<file path="config.mk">
export PLATFORM = sky130hd
export DESIGN_NAME = quicksort_lomuto_sorter
export DESIGN_NICKNAME = d
export VERILOG_FILES = /design/src/rtl/qsl_pkg.sv /design/src/rtl/qsl_store.sv /design/src/rtl/qsl_stack.sv /design/src/rtl/quicksort_lomuto_sorter.sv
export SDC_FILE = /design/constraint.sdc
export NUM_CORES = 1
export LEC_CHECK = 0
export BUFFER_PORTS_ARGS = -buffer_cell sky130_fd_sc_hd__buf_2
export CAP_MARGIN = 15
export CORE_ASPECT_RATIO = 0.8
export CORE_MARGIN = 3
export CORE_UTILIZATION = 30
export DETAILED_ROUTE_END_ITERATION = 10
export PLACE_DENSITY = 0.43
export SYNTH_ARGS = -nofsm -noshare
export SYNTH_HDL_FRONTEND = slang
export SYNTH_SLANG_ARGS = --single-unit
</file>
<file path="constraint.sdc">
create_clock -name clock -period 14.6 [get_ports clock]
set_clock_uncertainty 0.2 [all_clocks]
set_input_delay 1.46 -clock clock [delete_from_list [all_inputs] [get_ports clock]]
set_output_delay 1.46 -clock clock [all_outputs]
set_load 0.005 [all_outputs]
</file>
<file path="src/rtl/qsl_pkg.sv">
// ============================================================================
// qsl_pkg
// Shared constants and beat types for the quicksort (Lomuto) sorter.
// ============================================================================
package qsl_pkg;

   // Store capacity and element width.
   localparam int MAX_ELEMENTS = 16;
   localparam int DATA_WIDTH   = 32;

   // Index into the element store and a count that can also hold the capacity.
   localparam int IDX_W = $clog2(MAX_ELEMENTS);
   localparam int CNT_W = $clog2(MAX_ELEMENTS + 1);

   // Input beat: one element of the set.
   typedef struct packed {
      logic signed [DATA_WIDTH-1:0] value;
      logic                         last;
   } req_type;

   // Result beat: one element of the sorted set.
   typedef struct packed {
      logic signed [DATA_WIDTH-1:0] value_res;
      logic                         last_res;
      logic                         overflow;
   } rsp_type;

   // One pending range on the range stack.
   typedef struct packed {
      logic [IDX_W-1:0] lo;
      logic [IDX_W-1:0] hi;
   } range_type;

endpackage

</file>
<file path="src/rtl/qsl_store.sv">
// ============================================================================
// qsl_store
// Element store: one write port and one read port with registered read data.
// ============================================================================
module qsl_store (
   input  logic                                 clock,
   input  logic                                 wr_en,
   input  logic [qsl_pkg::IDX_W-1:0]            wr_addr,
   input  logic signed [qsl_pkg::DATA_WIDTH-1:0] wr_data,
   input  logic                                 rd_en,
   input  logic [qsl_pkg::IDX_W-1:0]            rd_addr,
   output logic signed [qsl_pkg::DATA_WIDTH-1:0] rd_data
);

   logic signed [qsl_pkg::DATA_WIDTH-1:0] mem_ff [qsl_pkg::MAX_ELEMENTS];
   logic signed [qsl_pkg::DATA_WIDTH-1:0] rd_data_ff;

   // Write port.
   always_ff @(posedge clock) begin
      if (wr_en) begin
         mem_ff[wr_addr] <= wr_data;
      end
   end

   // Read port; the data register holds its value while no read is issued.
   always_ff @(posedge clock) begin
      if (rd_en) begin
         rd_data_ff <= mem_ff[rd_addr];
      end
   end

   assign rd_data = rd_data_ff;

endmodule

</file>
<file path="src/rtl/qsl_stack.sv">
// ============================================================================
// qsl_stack
// Range stack: pending lo/hi pairs in a small memory with a depth pointer.
// ============================================================================
module qsl_stack (
   input  logic                 clock,
   input  logic                 reset,
   input  logic                 push,
   input  qsl_pkg::range_type   push_data,
   input  logic                 pop,
   output logic                 empty,
   output qsl_pkg::range_type   pop_data
);

   qsl_pkg::range_type              mem_ff [qsl_pkg::MAX_ELEMENTS];
   qsl_pkg::range_type              pop_data_ff;
   logic [qsl_pkg::CNT_W-1:0]       depth_ff;
   logic [qsl_pkg::CNT_W-1:0]       depth_in;
   logic [qsl_pkg::CNT_W-1:0]       top_idx;

   assign top_idx = depth_ff - qsl_pkg::CNT_W'(1);
   assign empty   = (depth_ff == '0);

   // Depth pointer; push and pop never coincide.
   always_comb begin
      depth_in = depth_ff;
      if (push) begin
         depth_in = depth_ff + qsl_pkg::CNT_W'(1);
      end else if (pop) begin
         depth_in = top_idx;
      end
   end

   always_ff @(posedge clock) begin
      if (reset) begin
         depth_ff <= '0;
      end else begin
         depth_ff <= depth_in;
      end
   end

   // Memory: push writes at the pointer, pop reads the entry below it.
   always_ff @(posedge clock) begin
      if (push) begin
         mem_ff[depth_ff[qsl_pkg::IDX_W-1:0]] <= push_data;
      end
      if (pop) begin
         pop_data_ff <= mem_ff[top_idx[qsl_pkg::IDX_W-1:0]];
      end
   end

   assign pop_data = pop_data_ff;

endmodule

</file>
<file path="src/rtl/quicksort_lomuto_sorter.sv">
// ============================================================================
// quicksort_lomuto_sorter
// Collects a set of signed values, sorts it with Lomuto quicksort in the
// element store and streams it out in ascending order.
// ============================================================================
// Loading takes a beat whenever start is high and busy is low. Sorting then pops a
// range off the stack (none for the whole set), fetches its pivot, swaps each
// element not greater than the pivot to the mark, places the pivot at the mark and
// pushes each sub-range of two or more elements, the second in a state of its own,
// until it finds the stack empty. The results follow on consecutive cycles; the
// receiver cannot stall. Synchronous reset empties the set and clears the overflow.
module quicksort_lomuto_sorter (
   input  logic              clock,
   input  logic              reset,
   input  logic              start,
   output logic              busy,
   input  qsl_pkg::req_type  req_item,
   output logic              rsp_strobe,
   output qsl_pkg::rsp_type  rsp_item
);

   localparam int IW = qsl_pkg::IDX_W;
   localparam int CW = qsl_pkg::CNT_W;
   localparam int DW = qsl_pkg::DATA_WIDTH;

   // Sequencer states.
   localparam logic [3:0] S_LOAD  = 4'd0;
   localparam logic [3:0] S_START = 4'd1;
   localparam logic [3:0] S_POP   = 4'd2;
   localparam logic [3:0] S_POPW  = 4'd3;
   localparam logic [3:0] S_PIVG  = 4'd4;
   localparam logic [3:0] S_CMP   = 4'd5;
   localparam logic [3:0] S_SWPA  = 4'd6;
   localparam logic [3:0] S_SWPB  = 4'd7;
   localparam logic [3:0] S_FIN   = 4'd8;
   localparam logic [3:0] S_FINA  = 4'd9;
   localparam logic [3:0] S_FINB  = 4'd10;
   localparam logic [3:0] S_PUSH2 = 4'd11;
   localparam logic [3:0] S_OUT   = 4'd12;

   logic [3:0]           state_ff, state_in;
   logic [CW-1:0]        count_ff, count_in;
   logic                 ovf_ff, ovf_in;
   logic [IW-1:0]        lo_ff, lo_in;
   logic [IW-1:0]        hi_ff, hi_in;
   logic [IW-1:0]        idx_ff, idx_in;
   logic [IW-1:0]        mark_ff, mark_in;
   logic signed [DW-1:0] pivot_ff, pivot_in;
   logic signed [DW-1:0] vi_ff, vi_in;
   logic                 emit_ff, emit_in;
   logic                 emit_last_ff, emit_last_in;
   logic                 emit_ovf_ff, emit_ovf_in;

   // Store and stack port signals.
   logic                 st_we;
   logic [IW-1:0]        st_waddr;
   logic signed [DW-1:0] st_wdata;
   logic                 st_re;
   logic [IW-1:0]        st_raddr;
   logic signed [DW-1:0] st_rdata;
   logic                 stk_push;
   qsl_pkg::range_type   stk_push_data;
   logic                 stk_pop;
   logic                 stk_empty;
   qsl_pkg::range_type   stk_pop_data;

   // Helpers for the partition loop and the pivot placement.
   logic                 accept;
   logic [IW-1:0]        idx_next;
   logic                 at_end;
   logic                 elem_le;
   logic                 push_left;
   logic                 push_right;

   assign accept     = start && (state_ff == S_LOAD);
   assign idx_next   = idx_ff + IW'(1);
   assign at_end     = (idx_next == hi_ff);
   assign elem_le    = (st_rdata <= pivot_ff);
   assign push_left  = {1'b0, mark_ff} > ({1'b0, lo_ff} + CW'(1));
   assign push_right = ({1'b0, mark_ff} + CW'(1)) < {1'b0, hi_ff};

   qsl_store u_store (
      .clock   (clock),
      .wr_en   (st_we),
      .wr_addr (st_waddr),
      .wr_data (st_wdata),
      .rd_en   (st_re),
      .rd_addr (st_raddr),
      .rd_data (st_rdata)
   );

   qsl_stack u_stack (
      .clock     (clock),
      .reset     (reset),
      .push      (stk_push),
      .push_data (stk_push_data),
      .pop       (stk_pop),
      .empty     (stk_empty),
      .pop_data  (stk_pop_data)
   );

   // Sequencer: load, partition ranges, then stream the store out.
   always_comb begin
      state_in      = state_ff;
      count_in      = count_ff;
      ovf_in        = ovf_ff;
      lo_in         = lo_ff;
      hi_in         = hi_ff;
      idx_in        = idx_ff;
      mark_in       = mark_ff;
      pivot_in      = pivot_ff;
      vi_in         = vi_ff;
      emit_in       = 1'b0;
      emit_last_in  = emit_last_ff;
      emit_ovf_in   = emit_ovf_ff;
      st_we         = 1'b0;
      st_waddr      = idx_ff;
      st_wdata      = vi_ff;
      st_re         = 1'b0;
      st_raddr      = idx_ff;
      stk_push      = 1'b0;
      stk_push_data = '{lo: lo_ff, hi: hi_ff};
      stk_pop       = 1'b0;

      case (state_ff)
         S_LOAD: begin
            if (accept) begin
               if (count_ff < CW'(qsl_pkg::MAX_ELEMENTS)) begin
                  st_we    = 1'b1;
                  st_waddr = count_ff[IW-1:0];
                  st_wdata = req_item.value;
                  count_in = count_ff + CW'(1);
               end else begin
                  ovf_in = 1'b1;
               end
               if (req_item.last) begin
                  state_in = S_START;
               end
            end
         end
         S_START: begin
            // A single element needs no sorting; otherwise sort the whole set.
            if (count_ff < CW'(2)) begin
               idx_in   = '0;
               state_in = S_OUT;
            end else begin
               lo_in    = '0;
               hi_in    = IW'(count_ff - CW'(1));
               st_re    = 1'b1;
               st_raddr = IW'(count_ff - CW'(1));
               state_in = S_PIVG;
            end
         end
         S_POP: begin
            if (stk_empty) begin
               idx_in   = '0;
               state_in = S_OUT;
            end else begin
               stk_pop  = 1'b1;
               state_in = S_POPW;
            end
         end
         S_POPW: begin
            lo_in    = stk_pop_data.lo;
            hi_in    = stk_pop_data.hi;
            st_re    = 1'b1;
            st_raddr = stk_pop_data.hi;
            state_in = S_PIVG;
         end
         S_PIVG: begin
            pivot_in = st_rdata;
            idx_in   = lo_ff;
            mark_in  = lo_ff;
            st_re    = 1'b1;
            st_raddr = lo_ff;
            state_in = S_CMP;
         end
         S_CMP: begin
            // The element at idx is in the read register.
            if (elem_le && (mark_ff != idx_ff)) begin
               vi_in    = st_rdata;
               st_re    = 1'b1;
               st_raddr = mark_ff;
               state_in = S_SWPA;
            end else begin
               if (elem_le) begin
                  mark_in = mark_ff + IW'(1);
               end
               if (at_end) begin
                  state_in = S_FIN;
               end else begin
                  idx_in   = idx_next;
                  st_re    = 1'b1;
                  st_raddr = idx_next;
               end
            end
         end
         S_SWPA: begin
            // Element at mark moves to idx.
            st_we    = 1'b1;
            st_waddr = idx_ff;
            st_wdata = st_rdata;
            state_in = S_SWPB;
         end
         S_SWPB: begin
            st_we    = 1'b1;
            st_waddr = mark_ff;
            st_wdata = vi_ff;
            mark_in  = mark_ff + IW'(1);
            if (at_end) begin
               state_in = S_FIN;
            end else begin
               idx_in   = idx_next;
               st_re    = 1'b1;
               st_raddr = idx_next;
               state_in = S_CMP;
            end
         end
         S_FIN: begin
            st_re    = 1'b1;
            st_raddr = mark_ff;
            state_in = S_FINA;
         end
         S_FINA: begin
            st_we    = 1'b1;
            st_waddr = hi_ff;
            st_wdata = st_rdata;
            state_in = S_FINB;
         end
         S_FINB: begin
            // Pivot lands at mark; push the sub-ranges of two or more elements.
            st_we    = 1'b1;
            st_waddr = mark_ff;
            st_wdata = pivot_ff;
            state_in = S_POP;
            if (push_left) begin
               stk_push      = 1'b1;
               stk_push_data = '{lo: lo_ff, hi: mark_ff - IW'(1)};
               if (push_right) begin
                  state_in = S_PUSH2;
               end
            end else if (push_right) begin
               stk_push      = 1'b1;
               stk_push_data = '{lo: mark_ff + IW'(1), hi: hi_ff};
            end
         end
         S_PUSH2: begin
            stk_push      = 1'b1;
            stk_push_data = '{lo: mark_ff + IW'(1), hi: hi_ff};
            state_in      = S_POP;
         end
         S_OUT: begin
            st_re        = 1'b1;
            st_raddr     = idx_ff;
            emit_in      = 1'b1;
            emit_ovf_in  = ovf_ff;
            emit_last_in = ({1'b0, idx_ff} == (count_ff - CW'(1)));
            if ({1'b0, idx_ff} == (count_ff - CW'(1))) begin
               count_in = '0;
               ovf_in   = 1'b0;
               state_in = S_LOAD;
            end else begin
               idx_in = idx_next;
            end
         end
         default: begin
            state_in = S_LOAD;
         end
      endcase
   end

   // Control registers.
   always_ff @(posedge clock) begin
      if (reset) begin
         state_ff <= S_LOAD;
         count_ff <= '0;
         ovf_ff   <= 1'b0;
         emit_ff  <= 1'b0;
      end else begin
         state_ff <= state_in;
         count_ff <= count_in;
         ovf_ff   <= ovf_in;
         emit_ff  <= emit_in;
      end
   end

   // Working registers of the partition and the result flags.
   always_ff @(posedge clock) begin
      lo_ff        <= lo_in;
      hi_ff        <= hi_in;
      idx_ff       <= idx_in;
      mark_ff      <= mark_in;
      pivot_ff     <= pivot_in;
      vi_ff        <= vi_in;
      emit_last_ff <= emit_last_in;
      emit_ovf_ff  <= emit_ovf_in;
   end

   assign busy                = (state_ff != S_LOAD);
   assign rsp_strobe          = emit_ff;
   assign rsp_item.value_res  = st_rdata;
   assign rsp_item.last_res   = emit_last_ff;
   assign rsp_item.overflow   = emit_ovf_ff;

endmodule

</file>
Word level (Yosys, flattened, before mapping)
Memory sizes are Yosys's and may differ from the RTL's. A register that Yosys moved wholly into a read port is not among the register bits.
Index checks and enable logic that the tools add are counted.

storage, ports and cells
  word-level logic and storage cells = 140
  output and inout bits = 36
  RAM bits = 640
  register bits after elaboration = 98
  memories = 2

memories
  memory          depth  width  rd ports  clocked after memory_dff  wr ports  RTL line         RTL
  u_store.mem_ff  16     32     1         1                         1         qsl_store.sv:15  logic signed [qsl_pkg::DATA_WIDTH-1:0] mem_ff [qsl_pkg::MAX_ELEMENTS];
  u_stack.mem_ff  16     8      1         1                         1         qsl_stack.sv:15  qsl_pkg::range_type mem_ff [qsl_pkg::MAX_ELEMENTS];

cells by class
  add/subtract/negate cells = 9
  magnitude comparators = 5
  reduce and logical (&&, ||, !) cells = 21
  eq/ne operators = 27
  muxes and demuxes = 63

operator list
  operator                                          count
  one-hot mux 32 bit (3 select lines)               1
  two-way mux 4 bit                                 23
  two-way mux 32 bit                                2
  one-hot mux 4 bit (13 select lines)               1
  one-hot mux 4 bit (6 select lines)                2
  <= comparator 32 bit                              1
  two-way mux 5 bit                                 5
  one-hot mux 4 bit (3 select lines)                2
  == test 4 bit, second input constant              5
  != test 2 bit, second input constant              10
  two-way mux 1 bit                                 17
  == test 4 x 3 -> 1 bit, second input constant     4
  two-way mux 8 bit                                 2
  one-hot mux 4 bit (2 select lines)                2
  one-hot mux 8 bit (2 select lines)                1
  AND reduction 4 bit                               3
  adder 4 x 1 -> 5 bit, second input constant       2
  adder 5 x 1 -> 5 bit, second input constant       2
  one-hot mux 5 bit (2 select lines)                1
  subtractor 5 x 1 -> 5 bit, second input constant  2
  adder 4 x 1 -> 4 bit, second input constant       2
  == test 4 x 2 -> 1 bit, second input constant     2
  OR reduction 4 bit                                2
  one-hot mux 1 bit (2 select lines)                3
  23 further kinds                                  28

Logic depth before layout (Yosys ltp)
Gate-level depths: netlist of the first run.

  word-level depth = 7
  depth in mapped cells = 16
  gate-level depth less buffers = 14

Modules after synthesis
From an unflattened synthesis of the first run, not the netlist that was laid out.

second synthesis, totals
  cell total of the unflattened synthesis = 1,707
  area total of the unflattened synthesis = 31,850.5 um^2

modules (own cells, without submodules)
  module                   times used  cells an instance  area an instance (um^2)
  qsl_store                1           838                20,155.6
  quicksort_lomuto_sorter  1           597                6,090.8
  qsl_stack                1           272                5,604.1

Least setup slack after synthesis of the first run
Ideal clock, no wire load.

  path kind = reg2reg
  from = register idx_ff[0]
  to = register u_store.rd_data_ff (netlist bit u_store.rd_data[0]) (read register of u_store.mem_ff), enable pin
  library setup time = 533 ps
  data required time = 13,867 ps
  data arrival time = 5,221 ps
  clock period less this slack = 5,955 ps
  cell stages (with the launch flop) = 8
  path buffers = 0
  path slack = 8,645 ps
  path through = edfxtp_1 ha_1 xor2_1 xor2_1 nor3_1 a21oi_1 nor2b_1 o311ai_0

on the way
  longest elaborated chain between the ends = 5
  elaborated cells between the ends (all ways) = 11
  those cells by class = 1 x add/sub; 2 x eq/ne; 7 x mux; 1 x reduce/logical

RTL lines
  item                                  RTL line                                                        RTL
  from (decl)                           quicksort_lomuto_sorter.sv:46                                   logic [IW-1:0] idx_ff, idx_in;
  from (signal assigned)                quicksort_lomuto_sorter.sv:291                                  idx_ff <= idx_in;
  adder 4 x 1 -> 4 bit                  quicksort_lomuto_sorter.sv:76                                   assign idx_next = idx_ff + IW'(1);
  == test 4 bit                         quicksort_lomuto_sorter.sv:77                                   assign at_end = (idx_next == hi_ff);
  two-way mux 1 bit                     quicksort_lomuto_sorter.sv:189, quicksort_lomuto_sorter.sv:210
  two-way mux 1 bit                     quicksort_lomuto_sorter.sv:180                                  if (elem_le && (mark_ff != idx_ff)) begin
  one-hot mux 1 bit (4 select lines) *  quicksort_lomuto_sorter.sv:125                                  case (state_ff)
  named net st_re                       quicksort_lomuto_sorter.sv:58                                   logic st_re;
  to (decl)                             qsl_store.sv:16                                                 logic signed [qsl_pkg::DATA_WIDTH-1:0] rd_data_ff;

Mark *: on every way through the listed nets, which the timed path passes. The rest lies on a longest branch.
A chain may end at the register's enable or synchronous reset.

Worst setup path after layout of the first run
  from = register u_store.rd_data_ff (netlist bit u_store.rd_data[14]) (read register of u_store.mem_ff)
  to = register u_store.rd_data_ff (netlist bit u_store.rd_data[18]) (read register of u_store.mem_ff) (data pin)

on the way
  longest elaborated chain between the ends = 4
  elaborated cells between the ends (all ways) = 6
  those cells by class = 1 x order compare; 4 x mux; 1 x reduce/logical

RTL lines
  item                                                                                      RTL line                        RTL
  <= comparator 32 bit *                                                                    quicksort_lomuto_sorter.sv:78   assign elem_le = (st_rdata <= pivot_ff);
  logical AND 1 bit *                                                                       quicksort_lomuto_sorter.sv:180
  two-way mux 4 bit or two-way mux 1 bit (tied branches)                                    quicksort_lomuto_sorter.sv:180
  one-hot mux 4 bit (6 select lines) or one-hot mux 1 bit (4 select lines) (tied branches)  quicksort_lomuto_sorter.sv:125

Every way passes the cells marked *; elsewhere a longest branch is shown, timed or not.

==> results of run 1 <==
-- final cells by class --
cell class	count	area (um^2)	area share (%)
timing repair buffer	130	798	2.13
tap	1417	1770	4.73
antenna	1	2.50	0.00668
clock inverter	41	313	0.835
inverter	53	199	0.531
multi-input combinational	1257	8870	23.7
sequential	778	23200	61.9
clock buffer	115	2310	6.17
-- worst register-to-register path: stages, from the launching register on --
cell and delay [ns]:
edfxtp_1 0.46, ha_1 0.37, nand4_1 0.25, or4_1 0.52, o221ai_2 0.43, a211oi_2 0.21, o211ai_1 0.62, o311ai_4 0.18
buf_4 0.37, nand2_4 0.75, buf_4 0.76, buf_4 0.81, mux2i_1 0.39, o22ai_1 0.10, or3_1 0.41
-- kinds of logic after synthesis --
| logic type | after synthesis | share of synthesized area [%] |
|---|---|---|
| AOI/OAI and AO/OA | 489 | 8.96 |
| xor gates and xnor gates | 32 | 0.901 |
| adders and majority gates | 50 | 1.92 |
| buffers and inverters | 196 | 2.42 |
| DFF | 778 | 71.1 |
| muxes | 174 | 6.88 |
| and+or+nand+nor | 512 | 7.81 |
-- worst paths after layout --
| kind | startpoint | to | slack, ns | depth (start not counted) |
|---|---|---|---|---|
| worst max-delay path | u_store.rd_data[14]$_DFFE_PP_ | u_store.rd_data[18]$_DFFE_PP_ | 7.51 | 14 |
| worst min-delay path | ovf_ff$_SDFFE_PP0P_ | emit_ovf_ff$_DFFE_PP_ | 0.24 | 0 |
| worst min register to register | ovf_ff$_SDFFE_PP0P_ | emit_ovf_ff$_DFFE_PP_ | 0.24 | 0 |
| worst max register to register | u_store.rd_data[14]$_DFFE_PP_ | u_store.rd_data[18]$_DFFE_PP_ | 7.51 | 14 |
-- where the power goes --
group | switching [W] | internal [W] | total (W)
clock network | 0.000895 | 0.00115 | 0.00205
logic | 0.00271 | 0.00116 | 0.00387
registers | 0.000166 | 0.00310 | 0.00326
total | 0.00377 | 0.00541 | 0.00919
-- cells in the final DEF (no fill, tap or decap), types with 16 or more instances in the layout --
| cell | netlist | final |
|---|---|---|
| nor2_1 | 76 | 60 |
| or3_1 | 37 | 37 |
| buf_4 | 4 | 58 |
| nand2_1 | 138 | 136 |
| nand3_1 | 138 | 137 |
| buf_2 | 32 | 71 |
| xnor2_1 | 20 | 20 |
| mux2i_1 | 133 | 132 |
| ha_1 | 50 | 49 |
| or4_1 | 35 | 35 |
| nor3_1 | 20 | 17 |
| inv_1 | 52 | 51 |
| edfxtp_1 | 762 | 762 |
| mux4_2 | 40 | 40 |
| clkinv_2 | 0 | 19 |
| a21oi_1 | 169 | 168 |
| nor2_4 | 0 | 16 |
| clkbuf_16 | 0 | 88 |
| a222oi_1 | 36 | 36 |
| o22ai_1 | 68 | 68 |
| clkbuf_1 | 95 | 26 |
| o21ai_0 | 162 | 158 |
-- sequential cells by signal (all words and copies together) (netlist names), 5 cells and up --
register and flops:
u_stack.pop_data 8, u_stack.mem_ff 128, vi_ff 32, u_stack.depth_ff 5, u_store.mem_ff 512, count_ff 5, u_store.rd_data 32, pivot_ff 32
-- layer usage --
metal  vias up  GRT usage [%]  share of wire [%]
met3       139           3.16                6.6
met4         0           4.25                2.3
met1     10400           25.4                 46
met2       747           26.4                 45
met5         -              0                  0
li1       8895              -                  -
-- stage by stage --
step	hold slack (ns)	power [W]	std cells	util [%]	setup slack (ns)
5_1_grt	0.274	0.00970	3791	34.9	7.22
3_3_place_gp	0.227	0.00716	3634	32.5	7.66
2_1_floorplan	0.209	0.00571	2231	-	8.65
4_1_cts	0.244	0.00928	3790	34.9	7.59
3_5_place_dp	0.230	0.00720	3634	32.5	7.58
6_report	0.244	0.00919	3792	34.9	7.51
==> key figures, run 1 <==
Final layout
  • Area growth syn-to-layout: 14.8%
  • Final nets: 2,392
  • Design area: 37,500 um^2
  • # fillers: 10,300
  • Ratio of cells with drive above 1 in the final layout: 14.3%

Floorplan
  • Ports: 72
  • Die width: 375 um
  • Area of the die: 113,000 um^2
  • Die H: 301 um
  • Area of the core: 107,000 um^2
  • Initial Utilization: 30.4%
  • Std cell rows: 107

Detailed routing
  • Routed Wire Length: 99.3 mm
  • DRC errors left: 0
  • TritonRoute pass-1 iters: 9
  • Vias per inst: 5.32
  • DR vias: 20,200
  • Routed Antenna Nets: 0
  • Routed WL per cell: 26.2 um
  • DR iter-0 viols: 2,279

Global route
  • Largest net degree at the start of global routing: 76
  • First-pass GRT wire length: 142 mm
  • Total Routing Usage GR: 17.3%
  • Vias in the first global route: 19,500
  • Initial antenna violation count: 5
  • Grt ovf: 0

Synthesis
  • Synth cell types: 70
  • Yosys warning total: 0
  • Post-synthesis cell area: 32,600 um^2
  • Seq/Total Area, Yosys: 71.1%
  • Synth area leader: edfxtp_1
  • Synth top cells by count: edfxtp_1, a21oi_1, o21ai_0, nand2_1, nand3_1
  • Syn_nets: 2,317
  • Top-count cell post-synth: edfxtp_1
  • Syn Inst Count: 2,231
  • Mean Syn Cell Area: 14.6 um^2
  • Yosys top cell area share: 70.1%
  • Register bit total from synthesis: 778
  • Post-synth EDFFs: 762
  • Ys flop type: edfxtp_1
  • Top cells by area, synth: edfxtp_1, mux2i_1, mux4_2, a21oi_1, o21ai_0
  • Asr flop ratio synth: 0%

Run
  • Max Cap Violations: 0

STA
  • Crit share post-route: 48.5%
  • Final setup violation count: 0
  • RSZ-0062 raised after global routing: false
  • Slew Limit Fails: 0
  • Min cycle time layout: 7.09 ns
  • Slew Limit Headroom: 24.8%
  • Endpoints failing hold: 0
  • Slew @ Worst Pin: 1.13 ns
  • Fmax: 0.141 GHz
  • Total negative setup slack: 0 ns

Placed design
  • Placed cell areas: 34,800 um^2
  • GPL Wtd Cong: 0.842
  • PortBufs: 71
  • Post-detail-place hpwl: 54.2 mm

Power and ir drop
  • Leak: 12.7 nW
  • Cell Pwr Density: 245 nW/um^2
  • Worst IR drop on VDD: 287 uV

Worst setup path
  • Crit path max-delay family: buffers and inverters
  • Crit start category: register
  • CP arrival: 7.27 ns
  • Cell Chain, Critical Path: ha_1 > nand4_1 > or4_1 > o221ai_2 > a211oi_2 > o211ai_1 > o311ai_4 > buf_4 > nand2_4 > buf_4 > buf_4 > mux2i_1 > o22ai_1 > or3_1
  • WP data required: 14.78 ns
  • Crit-path max FO: 62
  • CP most frequent cell: buf_4
  • CP max stage delay: 0.79 ns
  • Crit path buf inv count: 3
  • CP Class: register to register
  • CP max-delay cell: buf_4
  • CP Capture Type: register

Hold path
  • Hold Path Class: register to register

Clocking
  • Clock-pin slew on the worst setup and hold paths: 0.06 ns
  • Clock sink count: 778
  • CTS tree: built
  • Clock root cell: clkbuf_16
  • Num CTS Buffers: 86
  • Post-CTS Hold Fix Bufs: 0
  • PostCTS Resize Cnt: 0
  • Worst-case clock buffer depth: 3
  • Setup bufs post-CTS: 0
  • H-tree depth: 3
  • Clk Latency, worst-skew pair: 0.65 ns

Run status
  • Outcome: completed
(Power assumes the default switching activity.)
==> run 2: changes to the inputs <==
Settings changed: PLACE_DENSITY 0.43 to 0.45.
Clock period 14.6 ns to 6.2 ns, I/O delays scaled along.
==> key figures, run 2 (same netlist as run 1, synthesis figures left out) <==
Detailed routing
  • Vias per inst: 5.30 (-0.46%)
  • Routed Wire Length: 98.1 mm (-1.2%)
  • Routed Antenna Nets: 0 (unchanged)
  • DRC errors left: 0 (unchanged)
  • DR vias: 20,200 (+0.035%)
  • DR iter-0 viols: 2,312 (+1.4%)
  • Routed WL per cell: 25.7 um (-1.7%)
  • TritonRoute pass-1 iters: 8 (-1)

Clocking
  • Clock sink count: 778 (unchanged)
  • Clock-pin slew on the worst setup and hold paths: 0.06 ns (about the same)
  • Clk Latency, worst-skew pair: 0.67 ns (+0.02 ns)
  • Num CTS Buffers: 87 (+1.2%)
  • Clock root cell: clkbuf_16
  • CTS tree: built
  • Worst-case clock buffer depth: 3 (unchanged)
  • H-tree depth: 3 (unchanged)

Floorplan
  • Area of the die: 113,000 um^2 (unchanged)
  • Die H: 301 um (unchanged)
  • Ports: 72 (unchanged)
  • Std cell rows: 107 (unchanged)
  • Die width: 375 um (unchanged)
  • Initial Utilization: 30.4% (unchanged)
  • Area of the core: 107,000 um^2 (unchanged)

Final layout
  • Commonest non-fill, non-tap cells in the layout: edfxtp_1, a21oi_1, o21ai_0
  • Final nets: 2,418 (+1.1%)
  • Largest register FFs: 512 (unchanged)
  • # fillers: 10,100 (-1.5%)
  • Reg with most FFs: u_store.mem_ff
  • Leading cell type in the layout, fill and taps excluded: edfxtp_1
  • Top flop regs: u_store.mem_ff (512), u_stack.mem_ff (128)
  • Reg area: 23,200 um^2 (unchanged)
  • Ratio of cells with drive above 1 in the final layout: 15.2% (+0.93 points)
  • Multi-input logic area: 8900 um^2 (+0.30%)
  • Area growth syn-to-layout: 16.5%
  • Final Util: 35.4% (+0.50 points)

Global route
  • Grt ovf: 0 (unchanged)
  • First-pass GRT wire length: 140 mm (-1.9%)
  • Initial antenna violation count: 4 (-1)
  • Total Routing Usage GR: 16.9% (-0.42 points)
  • Largest net degree at the start of global routing: 129 (+70%)
  • Vias in the first global route: 19,600 (+0.84%)

STA
  • Endpoints failing hold: 0 (unchanged)
  • Crit share post-route: 94.8% (+46 points)
  • Slew @ Worst Pin: 1.07 ns (-0.0597 ns)
  • RSZ-0062 raised after global routing: false
  • Slew Limit Fails: 0 (unchanged)
  • Slew Limit Headroom: 27.4% (+2.6 points)
  • Fmax: 0.170 GHz (+21%)
  • Total negative setup slack: 0 ns (unchanged)
  • Worst Slack Setup Final: 0.321 ns (-7.19 ns)
  • Final setup violation count: 0 (unchanged)
  • Min cycle time layout: 5.88 ns (-1.21 ns)

Power and ir drop
  • Cell Pwr Density: 583 nW/um^2 (+140%)
  • Worst IR drop on VDD: 700 uV (+140%)
  • Leak: 12.9 nW (+1.8%)
  • Power, Total: 0.0222 W (+140%)

Worst setup path
  • Reg2Reg Setup Slack: 0.32 ns (-7.19 ns)
  • Reg2reg path depth: 14 (unchanged)
  • CP Capture Point: u_store.rd_data[23]$_DFFE_PP_
  • Crit start category: register
  • CP Class: register to register
  • CP max-delay cell: or4_1
  • Critical path launch point: u_store.rd_data[15]$_DFFE_PP_
  • R2r endpoint: u_store.rd_data[23]$_DFFE_PP_
  • CP arrival: 6.07 ns (-1.20 ns)
  • CP Capture Type: register
  • Crit-path max FO: 88 (+42%)
  • Cell Chain, Critical Path: ha_1 > nand4_1 > or4_1 > nor2_1 > buf_4 > o2bb2ai_1 > nand2_1 > a21oi_4 > o311ai_4 > nand2_4 > buf_12 > mux2i_1 > o22ai_1 > or3_1
  • RR Startpoint: u_store.rd_data[15]$_DFFE_PP_
  • WP data required: 6.39 ns (-8.39 ns)
  • CP max stage delay: 0.63 ns (-0.16 ns)

Hold path
  • Hold Path Class: input port to register

Placed design
  • Post-detail-place hpwl: 57.5 mm (+6.0%)
  • GPL Wtd Cong: 0.870 (+3.3%)
  • Worst slack, placed: 0.238 ns (-7.34 ns)
  • PortBufs: 71 (unchanged)

Run
  • Max Cap Violations: 0 (unchanged)

Run status
  • Outcome: completed
run 2: cell type report:
cell class              instances  share of cell area (%)
flip-flops and latches        778                    61.0
clock inverters                46                    1.36
repair buffers                153                    3.10
inverters                      53                   0.523
clock buffers                 104                    5.90
well taps                    1417                    4.66
diodes                          1                 0.00658
multi-input cells            1259                    23.4
run 2: worst min path at each step:
stage	to	cells past startpoint	startpoint
2_1_floorplan	emit_ovf_ff$_DFFE_PP_	0	ovf_ff$_SDFFE_PP0P_
3_3_place_gp	emit_ovf_ff$_DFFE_PP_	0	ovf_ff$_SDFFE_PP0P_
3_5_place_dp	emit_ovf_ff$_DFFE_PP_	0	ovf_ff$_SDFFE_PP0P_
4_1_cts	u_stack.depth_ff[3]$_SDFFE_PP0P_	2	reset
5_1_grt	u_stack.depth_ff[3]$_SDFFE_PP0P_	2	reset
6_report	u_stack.depth_ff[3]$_SDFFE_PP0P_	2	reset
run 2: stage by stage:
| stage | instances | hold WS (ns) | area [um^2] |
|---|---|---|---|
| after global routing | 3810 | 0.0598 | 38000 |
| after floorplan | 2231 | 0.209 | 32600 |
| after CTS | 3803 | 0.0443 | 37900 |
| final | 3811 | 0.0737 | 38000 |
| after global placement | 3653 | 0.226 | 35200 |
| after detailed placement | 3653 | 0.237 | 35200 |
run 2: worst max-delay path: cells and delay by family, from the launching register on:
family,cells,cell delay [ns]
simple gates,6,2.23
compound gates,4,1.12
buf+inv,2,0.66
flops,1,0.54
fa+ha+maj,1,0.37
mux,1,0.27
run 2: power by group:
| group | total [W] | internal, W | leakage (nW) | switching, W |
|---|---|---|---|---|
| logic | 0.00942 | 0.00302 | 4.54 | 0.00640 |
| registers | 0.00774 | 0.00729 | 7.05 | 0.000452 |
| clock network | 0.00501 | 0.00288 | 1.32 | 0.00213 |
| total | 0.0222 | 0.0132 | 12.9 | 0.00897 |
run 2: what timing repair did:
action | 4_1_cts | 5_1_grt
endpoints found under the setup margin | 0 | 4
buffers inserted | 0 | 2
resized for setup | 0 | 1
hold buffers | 0 | 0
run 2: per-layer routing:
| layer | track usage [%] | up-vias | wire [um] |
|---|---|---|---|
| met5 | 0 | - | 0 |
| met4 | 4.53 | 0 | 2160 |
| met3 | 2.89 | 128 | 5820 |
| met2 | 26.1 | 712 | 44800 |
| met1 | 24.4 | 10400 | 45200 |
| li1 | - | 8974 | - |
